## src/hdl/qmm_pkg.sv

```systemverilog
package qmm_pkg;

    localparam int PULSE_W = 11;
    localparam int MIX_W   = 14;

    localparam logic [2:0] OP_ARM    = 3'd0;
    localparam logic [2:0] OP_DISARM = 3'd1;
    localparam logic [2:0] OP_RAMP   = 3'd2;
    localparam logic [2:0] OP_ESTOP  = 3'd3;
    localparam logic [2:0] OP_DIRECT = 3'd4;
    localparam logic [2:0] OP_YAW    = 3'd5;
    localparam logic [2:0] OP_MIX    = 3'd6;

    localparam logic [1:0] CFG_THR_MIN    = 2'd0;
    localparam logic [1:0] CFG_THR_ARM    = 2'd1;
    localparam logic [1:0] CFG_THR_NORMAL = 2'd2;
    localparam logic [1:0] CFG_RAMP_STEP  = 2'd3;

    localparam logic [PULSE_W-1:0] PULSE_LOW  = 11'd1000;
    localparam logic [PULSE_W-1:0] PULSE_HIGH = 11'd2000;
    localparam logic [PULSE_W-1:0] MIX_MARGIN = 11'd50;

    typedef struct packed {
        logic [PULSE_W-1:0] stop_pulse;
        logic [PULSE_W-1:0] idle_pulse;
        logic [PULSE_W-1:0] cruise_pulse;
        logic [7:0]         slew_step;
    } cfg_t;

    typedef struct packed {
        logic                          armed;
        logic                          ramping;
        logic [PULSE_W-1:0]            target;
        logic [PULSE_W-1:0]            current;
        logic [3:0][PULSE_W-1:0]       motor;
    } state_t;

    // clamp to [floor, 2000], then saturate to the esc range
    function automatic logic [PULSE_W-1:0] esc_clamp(input logic signed [MIX_W-1:0] x,
                                                     input logic signed [MIX_W-1:0] fl);
        logic signed [MIX_W-1:0] y;
        logic signed [MIX_W-1:0] lo;
        logic signed [MIX_W-1:0] hi;
        lo = $signed({3'b000, PULSE_LOW});
        hi = $signed({3'b000, PULSE_HIGH});
        y = (x < fl) ? fl : ((x > hi) ? hi : x);
        if (y < lo) begin
            return PULSE_LOW;
        end else if (y > hi) begin
            return PULSE_HIGH;
        end
        return y[PULSE_W-1:0];
    endfunction

endpackage

```

## src/hdl/qmm_mix.sv

```systemverilog
module qmm_mix (
    input  qmm_pkg::cfg_t                  cfg,
    input  qmm_pkg::state_t                st,
    input  logic [2:0]                     operation,
    input  logic [11:0]                    base_pulse,
    input  logic signed [10:0]             yaw_term,
    input  logic signed [10:0]             pitch_term,
    input  logic signed [10:0]             roll_term,
    output qmm_pkg::state_t                st_next,
    output logic                           written
);

    logic signed [qmm_pkg::MIX_W-1:0] b;
    logic signed [qmm_pkg::MIX_W-1:0] y;
    logic signed [qmm_pkg::MIX_W-1:0] p;
    logic signed [qmm_pkg::MIX_W-1:0] r;
    logic signed [qmm_pkg::MIX_W-1:0] floor_arm;
    logic signed [qmm_pkg::MIX_W-1:0] floor_min;
    logic signed [qmm_pkg::MIX_W-1:0] floor_low;
    logic signed [qmm_pkg::MIX_W-1:0] floor_yaw;
    logic signed [qmm_pkg::MIX_W-1:0] cur_s;
    logic signed [qmm_pkg::MIX_W-1:0] stepped;
    logic signed [qmm_pkg::MIX_W-1:0] stepped_cl;
    logic signed [qmm_pkg::MIX_W-1:0] high_s;
    logic [10:0]                      gap;
    logic                             far;
    logic [10:0]                      cur_new;
    logic [10:0]                      p_ramp;

    assign b         = $signed({2'b00, base_pulse});
    assign y         = {{3{yaw_term[10]}}, yaw_term};
    assign p         = {{3{pitch_term[10]}}, pitch_term};
    assign r         = {{3{roll_term[10]}}, roll_term};
    assign floor_arm = $signed({3'b000, cfg.idle_pulse})
                     + $signed({3'b000, qmm_pkg::MIX_MARGIN});
    assign floor_min = $signed({3'b000, cfg.stop_pulse});
    assign floor_low = $signed({3'b000, qmm_pkg::PULSE_LOW});
    assign high_s    = $signed({3'b000, qmm_pkg::PULSE_HIGH});
    assign floor_yaw = st.armed ? floor_arm : floor_min;

    // ramp step toward target
    assign gap     = (st.current > st.target) ? (st.current - st.target)
                                              : (st.target - st.current);
    assign far     = gap > {3'b000, cfg.slew_step};
    assign cur_s   = $signed({3'b000, st.current});
    assign stepped = (st.current < st.target) ? cur_s + $signed({6'd0, cfg.slew_step})
                                              : cur_s - $signed({6'd0, cfg.slew_step});
    assign stepped_cl = (stepped < floor_min) ? floor_min
                                              : ((stepped > high_s) ? high_s : stepped);
    assign cur_new = far ? stepped_cl[10:0] : st.target;
    assign p_ramp  = qmm_pkg::esc_clamp($signed({3'b000, cur_new}), floor_low);

    always_comb begin
        st_next = st;
        written = 1'b0;
        case (operation)
            qmm_pkg::OP_ARM: begin
                if (!st.armed) begin
                    st_next.armed   = 1'b1;
                    st_next.ramping = 1'b1;
                    st_next.target  = cfg.cruise_pulse;
                    st_next.current = cfg.stop_pulse;
                end
            end
            qmm_pkg::OP_DISARM: begin
                if (st.armed) begin
                    st_next.armed   = 1'b0;
                    st_next.ramping = 1'b0;
                    st_next.target  = cfg.stop_pulse;
                    st_next.current = cfg.stop_pulse;
                end
            end
            qmm_pkg::OP_RAMP: begin
                if (st.ramping) begin
                    st_next.current = cur_new;
                    st_next.ramping = far;
                    st_next.motor   = {4{p_ramp}};
                    written         = 1'b1;
                end
            end
            qmm_pkg::OP_ESTOP: begin
                st_next.armed   = 1'b0;
                st_next.ramping = 1'b0;
                st_next.target  = cfg.stop_pulse;
                st_next.current = cfg.stop_pulse;
                st_next.motor   = {4{qmm_pkg::esc_clamp(floor_min, floor_low)}};
                written         = 1'b1;
            end
            qmm_pkg::OP_DIRECT: begin
                st_next.motor = {4{qmm_pkg::esc_clamp(b, floor_low)}};
                written       = 1'b1;
            end
            qmm_pkg::OP_YAW: begin
                st_next.motor[0] = qmm_pkg::esc_clamp(b + y, floor_yaw);
                st_next.motor[1] = qmm_pkg::esc_clamp(b - y, floor_yaw);
                st_next.motor[2] = qmm_pkg::esc_clamp(b - y, floor_yaw);
                st_next.motor[3] = qmm_pkg::esc_clamp(b + y, floor_yaw);
                written          = 1'b1;
            end
            qmm_pkg::OP_MIX: begin
                if (st.armed) begin
                    st_next.motor[0] = qmm_pkg::esc_clamp(b + y + p + r, floor_arm);
                    st_next.motor[1] = qmm_pkg::esc_clamp(b - y + p - r, floor_arm);
                    st_next.motor[2] = qmm_pkg::esc_clamp(b - y - p - r, floor_arm);
                    st_next.motor[3] = qmm_pkg::esc_clamp(b + y - p + r, floor_arm);
                    written          = 1'b1;
                end
            end
            default: begin
                st_next = st;
            end
        endcase
    end

endmodule

```

## src/hdl/quad_motor_mix_arm_ramp_top.sv

```systemverilog
// path: input beat to result beat through the input register, then the result register
// throughput: one beat per cycle, limited only by m_tready backpressure
// the command decode and mixer sit in one combinational stage between the two registers
// reset: aresetn is synchronous, active low; clears valids, flags, throttles to 1000,
// motors to 1000 and the configuration registers to their defaults
module quad_motor_mix_arm_ramp_top (
    input  logic        aclk,
    input  logic        aresetn,
    input  logic        s_tvalid,
    output logic        s_tready,
    input  logic [47:0] s_tdata,   // base_pulse, yaw_term, pitch_term, roll_term, zero pad
    input  logic [2:0]  s_tuser,   // operation
    output logic        m_tvalid,
    input  logic        m_tready,
    output logic [47:0] m_tdata,   // motor_front_left, motor_front_right, motor_rear_right,
                                   // motor_rear_left, is_armed, is_ramping, zero pad
    output logic        m_tuser,   // motors_written
    input  logic        cfg_valid,
    output logic        cfg_ready,
    input  logic [1:0]  cfg_index,
    input  logic [10:0] cfg_data
);

    qmm_pkg::cfg_t   cfg_reg;
    qmm_pkg::state_t st_reg;
    qmm_pkg::state_t st_next;
    logic            in_valid_reg;
    logic [2:0]      op_reg;
    logic [11:0]     base_reg;
    logic [10:0]     yaw_reg;
    logic [10:0]     pitch_reg;
    logic [10:0]     roll_reg;
    logic            m_valid_reg;
    logic            written_reg;
    logic            written_next;
    logic            advance;

    assign advance   = !m_valid_reg || m_tready;
    assign s_tready  = !in_valid_reg || advance;
    assign cfg_ready = 1'b1;

    always_ff @(posedge aclk) begin
        if (!aresetn) begin
            cfg_reg.stop_pulse   <= 11'd1000;
            cfg_reg.idle_pulse   <= 11'd1050;
            cfg_reg.cruise_pulse <= 11'd1200;
            cfg_reg.slew_step    <= 8'd2;
        end else if (cfg_valid) begin
            case (cfg_index)
                qmm_pkg::CFG_THR_MIN:    cfg_reg.stop_pulse   <= cfg_data;
                qmm_pkg::CFG_THR_ARM:    cfg_reg.idle_pulse   <= cfg_data;
                qmm_pkg::CFG_THR_NORMAL: cfg_reg.cruise_pulse <= cfg_data;
                qmm_pkg::CFG_RAMP_STEP:  cfg_reg.slew_step    <= cfg_data[7:0];
                default: begin
                end
            endcase
        end
    end

    // input stage
    always_ff @(posedge aclk) begin
        if (!aresetn) begin
            in_valid_reg <= 1'b0;
        end else if (s_tready) begin
            in_valid_reg <= s_tvalid;
        end
    end

    always_ff @(posedge aclk) begin
        if (s_tvalid && s_tready) begin
            op_reg    <= s_tuser;
            base_reg  <= s_tdata[11:0];
            yaw_reg   <= s_tdata[22:12];
            pitch_reg <= s_tdata[33:23];
            roll_reg  <= s_tdata[44:34];
        end
    end

    qmm_mix u_mix (
        .cfg        (cfg_reg),
        .st         (st_reg),
        .operation  (op_reg),
        .base_pulse (base_reg),
        .yaw_term   (yaw_reg),
        .pitch_term (pitch_reg),
        .roll_term  (roll_reg),
        .st_next    (st_next),
        .written    (written_next)
    );

    // state doubles as the result register
    always_ff @(posedge aclk) begin
        if (!aresetn) begin
            m_valid_reg    <= 1'b0;
            st_reg.armed   <= 1'b0;
            st_reg.ramping <= 1'b0;
            st_reg.target  <= qmm_pkg::PULSE_LOW;
            st_reg.current <= qmm_pkg::PULSE_LOW;
            st_reg.motor   <= {4{qmm_pkg::PULSE_LOW}};
        end else if (advance) begin
            m_valid_reg <= in_valid_reg;
            if (in_valid_reg) begin
                st_reg <= st_next;
            end
        end
    end

    always_ff @(posedge aclk) begin
        if (advance && in_valid_reg) begin
            written_reg <= written_next;
        end
    end

    assign m_tvalid = m_valid_reg;
    assign m_tuser  = written_reg;
    assign m_tdata  = {2'b00, st_reg.ramping, st_reg.armed,
                       st_reg.motor[3], st_reg.motor[2], st_reg.motor[1], st_reg.motor[0]};

endmodule

```

## config.mk

```make
export PLATFORM = sky130hd
export DESIGN_NAME = quad_motor_mix_arm_ramp_top
export DESIGN_NICKNAME = d
export VERILOG_FILES = /design/src/hdl/qmm_pkg.sv /design/src/hdl/qmm_mix.sv /design/src/hdl/quad_motor_mix_arm_ramp_top.sv
export SDC_FILE = /design/constraint.sdc
export NUM_CORES = 1
export LEC_CHECK = 0
export BUFFER_PORTS_ARGS = -buffer_cell sky130_fd_sc_hd__buf_2
export CORE_ASPECT_RATIO = 0.7
export CORE_UTILIZATION = 35
export DETAILED_ROUTE_END_ITERATION = 8
export PLACE_DENSITY = 0.63
export SLEW_MARGIN = 5
export SYNTH_ARGS = -nofsm -noshare
export SYNTH_HDL_FRONTEND = slang
export SYNTH_HIERARCHICAL = 1
export SYNTH_SLANG_ARGS = --single-unit
```

## constraint.sdc

```tcl
create_clock -name aclk -period 7 [get_ports aclk]
set_clock_uncertainty 0.2 [all_clocks]
set_input_delay 2.1 -clock aclk [delete_from_list [all_inputs] [get_ports aclk]]
set_output_delay 2.1 -clock aclk [all_outputs]
set_load 0.03 [all_outputs]
```

==> key figures, run 1 <==
Outcome
  • Status: finished, final reports clean

Timing
  • RSZ-0062 raised after global routing: true
  • Slew Limit Fails: 0
  • Setup Viol. Count Final: 0
  • Slew margin rel.: 0.04755
  • Final Cycle Share: 0.9825
  • Worst-margin pin slew: 1.423 ns
  • Final Hold Fails: 0
  • Max Freq: ~0.15 GHz
  • Period minus WS final: 6.878 ns

Worst hold path
  • Hold crit path type: register to register
  • Min-delay src: st_reg[65]$_SDFFE_PN0P_
  • WHS Path Cells: 2
  • Hold-critical path endpoint: st_reg[65]$_SDFFE_PN0P_

Clock network
  • CTS Hold Bufs: 0
  • CTS tree: yes
  • Reg clk slew, reported paths: 0.09 ns
  • Total CTS buffers: 17
  • Worst-skew pair later-pin latency: 0.48 ns
  • Clock sinks: 160
  • Worst-case clock buffer depth: 2
  • CTS HTree Levels: 4
  • Root Buffer: clkbuf_16

Synthesis
  • Post-Synthesis Cells: 2,810
  • Sequential fraction of the synthesis area: 0.1721
  • Synth Register Bits: 160
  • EDFF count, synth: slightly below 50
  • Mapped Area: 21,470 um2
  • Area leader, netlist: ha_1
  • Top-count cell post-synth: inv_1
  • Synth Warn #: 6
  • Ys flop type: dfxtp_1
  • Async set-or-reset flop fraction in the synthesized netlist: 0
  • Dominant cells by area after synthesis: ha_1, dfxtp_1, edfxtp_1
  • Area share of the leading cell type in the synthesized netlist: 0.1183
  • Top cells by count, synth: inv_1, o21ai_0, nor2_1, nand2_1, ha_1
  • Synthesized area per cell: ~7.6 um2
  • Count of cell types in the netlist: 115

Power
  • Lkg Pwr: between 10 and 15 nW
  • PD cells: 320.8 nW/um2
  • Comb power frac: 0.747
  • Clock power share: 0.123
  • Max VDD drop: ~0.23 mV
  • Internal power: roughly 4.3 mW
  • Net Sw Frac: 0.4891
  • Switch Pwr: 4.111 mW
  • Sequential Power Share: 0.129

Floorplan
  • Initial Util: 0.3563
  • CORE AREA: 60,250 um2
  • Row count: 75
  • Die Span X: about 300 um
  • IO Count: 121
  • Die height: 209.2 um
  • DIE AREA: 62,340 um2

Place
  • Final Wtd Congestion: 1.017
  • PortBufs: 114
  • DP Wirelength: 72,010 um
  • Area post-placement: 24,570 um2

Setup path
  • Reg2reg start: base_reg[0]$_DFFE_PP_
  • Worst Setup End Kind: register
  • Most Frequent Cell on Critical Path: or3_4
  • Max FO, Critical Path: 4
  • Crit path DAT: 7.09 ns
  • Cells on worst reg2reg path: 30
  • CP max stage cell: fa_2
  • Reg2reg end: m_tdata[12]$_SDFFE_PN0P_
  • Startpoint Class: register
  • Data required, critical path: 7.21 ns
  • Flop2flop setup slack: 0.12 ns
  • CP Class: register to register
  • Worst path max stage delay: 0.65 ns

Global route
  • Largest net degree at the start of global routing: 95
  • Vias in the first global route: 20,660
  • All-layer global routing usage: 0.2786
  • Initial antenna violation count: 2
  • GRT overflow: 0
  • First-pass GRT wire length: 132,100 um

Routing
  • Total number of vias: between 20,000 and 25,000
  • Final wirelength: between 80,000 and 90,000 um
  • Routed vias/inst: between 5 and 6
  • Post-route ant nets: 0
  • Routed WL per cell: 22.68 um
  • # DRC: 0
  • Drt pass-1 iters: 6
  • First DRT Iteration DRCs: 3,090

Cells and area
  • Max reg flops: 46
  • Nets: 3,443
  • Area growth, synth to finish: 22.03%
  • Design Area, Final: 26,200 um2
  • Fin util: 0.4348
  • Share of post-route cells with drive strength above 1: 0.2317

Flow run
  • Max_cap viols: 0
[worst max-delay path by stage]
stage | startpoint | endpoint | depth (start not counted)
5_1_grt | base_reg[0]$_DFFE_PP_ | m_tdata[19]$_SDFFE_PN1P_ | 31
3_3_place_gp | base_reg[0]$_DFFE_PP_ | m_tdata[34]$_SDFFE_PN0P_ | 34
6_report | base_reg[0]$_DFFE_PP_ | m_tdata[12]$_SDFFE_PN0P_ | 30
4_1_cts | yaw_reg[1]$_DFFE_PP_ | m_tdata[2]$_SDFFE_PN0P_ | 34
2_1_floorplan | base_reg[0]$_DFFE_PP_ | m_tdata[20]$_SDFFE_PN1P_ | 29
3_5_place_dp | base_reg[1]$_DFFE_PP_ | m_tdata[34]$_SDFFE_PN0P_ | 33
[cells in the final DEF (no fill, tap or decap), types with 25 or more instances in the layout]
master    Yosys  layout
o22a_1       25      25
nor3_1       43      38
o21a_1       53      52
nand2b_1     28      28
buf_2        26     113
mux2i_1      59      58
nand3_1      83      82
inv_1       278     271
edfxtp_1     49      49
o21ai_0     224     202
ha_1        203     186
a21o_1       53      53
nor2b_1      31      29
a211oi_1     42      37
a21oi_1     191     178
nor2_1      221     217
buf_4        54     343
a31oi_1      42      37
dfxtp_1     111     108
xnor2_1      53      40
nand2_1     217     217
fa_1         59      56
o22ai_1      33      30
[timing repair]
action                     in CTS  in global routing
resized for setup               8                186
setup buffers                   3                 16
gates cloned                    0                  1
pin swaps                       2                 76
setup endpoints to repair      21                 42
[kinds of logic after synthesis]
family / after synthesis / share of synthesized area
multiplexers: 69 / 0.03276
adder cells (fa/ha/maj): 263 / 0.1738
flip-flops: 160 / 0.1721
AND/OR/NAND/NOR: 799 / 0.1812
AO/OA/AOI/OAI: 973 / 0.3105
buffers and inverters: 462 / 0.09390
other: 2 / 0.0003498
XOR/XNOR: 82 / 0.03544
[power by group through the flow]
stage                     Sequential (mW)  Clock [mW]  Combinational (mW)
after floorplan                      1.07           0                3.31
after CTS                            1.08        1.06                5.55
after global placement               1.10           0                5.45
after detailed placement             1.10           0                5.47
after global routing                 1.09        1.09                6.75
final                                1.09        1.04                6.28
[critical path, delay by kind of cell (launching register included)]
family	cells	cell delay [ns]
AOI/OAI and AO/OA	13	2.34
xor gates and xnor gates	1	0.21
adders and majority gates	5	1.55
buffers and inverters	4	0.46
DFF	1	0.42
muxes	1	0.15
and+or+nand+nor	6	1.48
[final cells by class]
class,instances,area [um2]
clock inverters,15,203.9
flip-flops and latches,160,3697
fillers,6145,34050
repair buffers,461,3197
diodes,1,2.502
clock buffers,17,425.4
well taps,808,1011
inverters,283,1066
multi-input cells,2189,16590
[metrics by stage]
stage               std cells  worst slack [ns]  total power [mW]  TNS [ns]  hold WS, ns
finish                   3934            0.1224             8.405         0       0.2650
global route             3933          -0.09367             8.936    -1.162       0.2914
CTS                      3917          -0.04762             7.694  -0.09493       0.2673
detailed placement       3882           -0.1564             6.573    -1.058       0.2549
global placement         3882           -0.1675             6.554   -0.6514       0.2445
floorplan                2811            0.2406             4.380         0       0.2243
[metal layers]
metal | GRT usage | vias to the layer above | share of wire | wire, um
li1 | - | 10800 | - | -
met1 | 0.4459 | 11160 | 0.49 | 43360
met2 | 0.3514 | 1251 | 0.36 | 32530
met3 | 0.09545 | 70 | 0.14 | 12570
met4 | 0.03431 | 2 | 0.0083 | 738
met5 | 0 | - | 0.00015 | 13
Power figures use the tool's default switching activity.
==> inputs of run 2 (changes only) <==
==> constraint.sdc (replaced) <==
create_clock -name aclk -period 7 [get_ports aclk]
set_clock_uncertainty 0.2 [all_clocks]
set_input_delay 0 -clock aclk [delete_from_list [all_inputs] [get_ports aclk]]
set_output_delay 0 -clock aclk [all_outputs]
set_load 0.03 [all_outputs]
==> key figures, run 2 (same netlist as run 1, synthesis figures left out) <==
Outcome
  • Status: finished, final reports clean

Power
  • Lkg Pwr: 11.86 nW (+2.9%)
  • PD cells: 305.9 nW/um2 (-4.7%)
  • Max VDD drop: 0.2766 mV (+18%)
  • Power Total: 8.239 mW (-2.0%)

Global route
  • GRT overflow: 0 (unchanged)
  • Vias in the first global route: 21,320 (+3.2%)
  • All-layer global routing usage: 0.2832 (+0.004618)
  • First-pass GRT wire length: 134,000 um (+1.4%)
  • Largest net degree at the start of global routing: 88 (-7.4%)
  • Initial antenna violation count: 2 (unchanged)

Flow run
  • Max_cap viols: 0 (unchanged)

Cells and area
  • Final Non-Filler Cells: 4,023 (+2.3%)
  • Share of post-route cells with drive strength above 1: 0.2198 (-0.01188)
  • Max reg flops: 46 (unchanged)
  • Commonest non-fill, non-tap cell in the layout: buf_4
  • Commonest non-fill, non-tap cells in the layout: buf_4, inv_1, nor2_1
  • Nets: 3,530 (+2.5%)
  • Area growth, synth to finish: 25.48%
  • Fin util: 0.4471 (+0.01230)

Routing
  • Routed WL per cell: 22.63 um (-0.22%)
  • Routed vias/inst: 5.898 (-0.36%)
  • Total number of vias: 23,730 (+1.9%)
  • Drt pass-1 iters: 6 (unchanged)
  • # DRC: 0 (unchanged)
  • Post-route ant nets: 0 (unchanged)
  • Final wirelength: 91,030 um (+2.0%)
  • First DRT Iteration DRCs: 3,185 (+3.1%)

Timing
  • Final Cycle Share: 0.9731 (-0.009385)
  • Setup Viol. Count Final: 0 (unchanged)
  • Fin Setup TNS: 0 ns (unchanged)
  • Worst-margin pin slew: 1.198 ns (-0.2252 ns)
  • Final Hold Fails: 0 (unchanged)
  • Slew Limit Fails: 0 (unchanged)
  • Crit path setup slack, layout: 0.1881 ns (+0.06570 ns)
  • Max Freq: 0.1468 GHz (+0.96%)
  • Slew margin rel.: 0.1951 (+0.1475)
  • Period minus WS final: 6.812 ns (-0.06570 ns)

Floorplan
  • Row count: 75 (unchanged)
  • Die Span X: 298.0 um (unchanged)
  • IO Count: 121 (unchanged)
  • CORE AREA: 60,250 um2 (unchanged)
  • Die height: 209.2 um (unchanged)
  • Initial Util: 0.3563 (unchanged)
  • DIE AREA: 62,340 um2 (unchanged)

Place
  • Dpl cells: 3,878 (-0.10%)
  • Pre-CTS setup slack: -0.1545 ns (+0.001852 ns)
  • Final Wtd Congestion: 1.032 (+1.6%)
  • PortBufs: 114 (unchanged)
  • DP Wirelength: 72,980 um (+1.3%)

Setup path
  • CP bufs+invs: 7 (+3)
  • Worst setup path endpoint: m_tdata[14]$_SDFFE_PN1P_
  • Crit path DAT: 6.92 ns (-0.17 ns)
  • Cell depth of the worst setup path: 31 (+3.3%)
  • Startpoint Class: register
  • Worst Setup End Kind: register
  • Most Frequent Cell on Critical Path: inv_1
  • Worst Setup SP: base_reg[0]$_DFFE_PP_
  • CP Class: register to register
  • Top delay family on crit path: compound AO/OA/AOI/OAI gates
  • Cells on worst reg2reg path: 31 (+3.3%)
  • Data required, critical path: 7.11 ns (-0.10 ns)
  • Max FO, Critical Path: 4 (unchanged)
  • Reg2reg end: m_tdata[14]$_SDFFE_PN1P_
  • CP max stage cell: fa_2
  • Reg2reg start: base_reg[0]$_DFFE_PP_
  • Flop2flop setup slack: 0.19 ns (+0.07 ns)
  • Worst path max stage delay: 0.60 ns (-0.05 ns)

Worst hold path
  • Hold crit path type: primary input to register

Clock network
  • Worst-skew pair later-pin latency: 0.49 ns (about the same)
  • Worst-case clock buffer depth: 2 (unchanged)
  • Total CTS buffers: 17 (unchanged)
  • Reg clk slew, reported paths: 0.07 ns (-0.02 ns)
  • CTS HTree Levels: 4 (unchanged)
  • Root Buffer: clkbuf_16
  • CTS tree: yes
  • Clock sinks: 160 (unchanged)
==> run 2: cell count changes in the layout (fill, tap and decap cells not counted), sizes merged <==
| cell | delta |
|---|---|
| inv | -1 |
| dlygate4sd3 | +89 |
| clkinv | -3 |
| clkdlybuf4s15 | -1 |
| buf | -1 |
| bufinv | +1 |
| clkinvlp | +1 |
| diode | +2 |
| clkbuf | +2 |
==> run 2: cell type report <==
class | instances | area (um2)
well taps | 808 | 1011
repair buffers | 548 | 4095
multi-input cells | 2189 | 16490
flip-flops and latches | 160 | 3697
clock inverters | 13 | 127.6
clock buffers | 19 | 442.9
fillers | 6114 | 33310
inverters | 283 | 1069
diodes | 3 | 7.507
==> run 2: how the worst min path moves through the flow <==
stage | from | depth (start not counted) | end | slack [ns]
floorplan | s_tdata[0] | 0 | base_reg[0]$_DFFE_PP_ | -0.10
global placement | s_tdata[18] | 1 | yaw_reg[6]$_DFFE_PP_ | -0.02
detailed placement | s_tdata[16] | 1 | yaw_reg[4]$_DFFE_PP_ | -0.02
CTS | s_tdata[39] | 2 | roll_reg[5]$_DFFE_PP_ | 0.0004
global route | s_tdata[39] | 2 | roll_reg[5]$_DFFE_PP_ | 0.02
finish | s_tdata[39] | 2 | roll_reg[5]$_DFFE_PP_ | 0.03
==> run 2: where the power goes <==
part	internal, mW	total, mW	leakage [nW]	switching, mW
Clock	0.507	0.982	0.284	0.475
Sequential	1.01	1.09	1.39	0.0788
Combinational	2.73	6.17	10.2	3.44
==> run 2: repair_timing <==
item | in CTS | in global routing
gates resized for setup | 7 | 174
buffers inserted | 1 | 20
hold buffers | 89 | 0
pin swaps | 2 | 58
setup endpoints to repair | 15 | 43
endpoints found under the hold margin | 133 | 0
==> run 2: per-stage QoR <==
stage	hold slack, ns	instance area, um2
detailed placement	-0.02192	24540
global route	0.02114	26930
global placement	-0.02372	24540
finish	0.03015	26940
floorplan	-0.1011	21470
CTS	0.0003865	26040
==> run 2: routing by layer <==
metal | track usage | wire length [um] | up-vias | part of all wire
met5 | 0 | 13 | - | 0.00014
met4 | 0.04863 | 1245 | 2 | 0.014
met3 | 0.1088 | 13280 | 86 | 0.15
met2 | 0.3562 | 33240 | 1303 | 0.37
met1 | 0.4418 | 43250 | 11360 | 0.48
li1 | - | - | 10980 | -
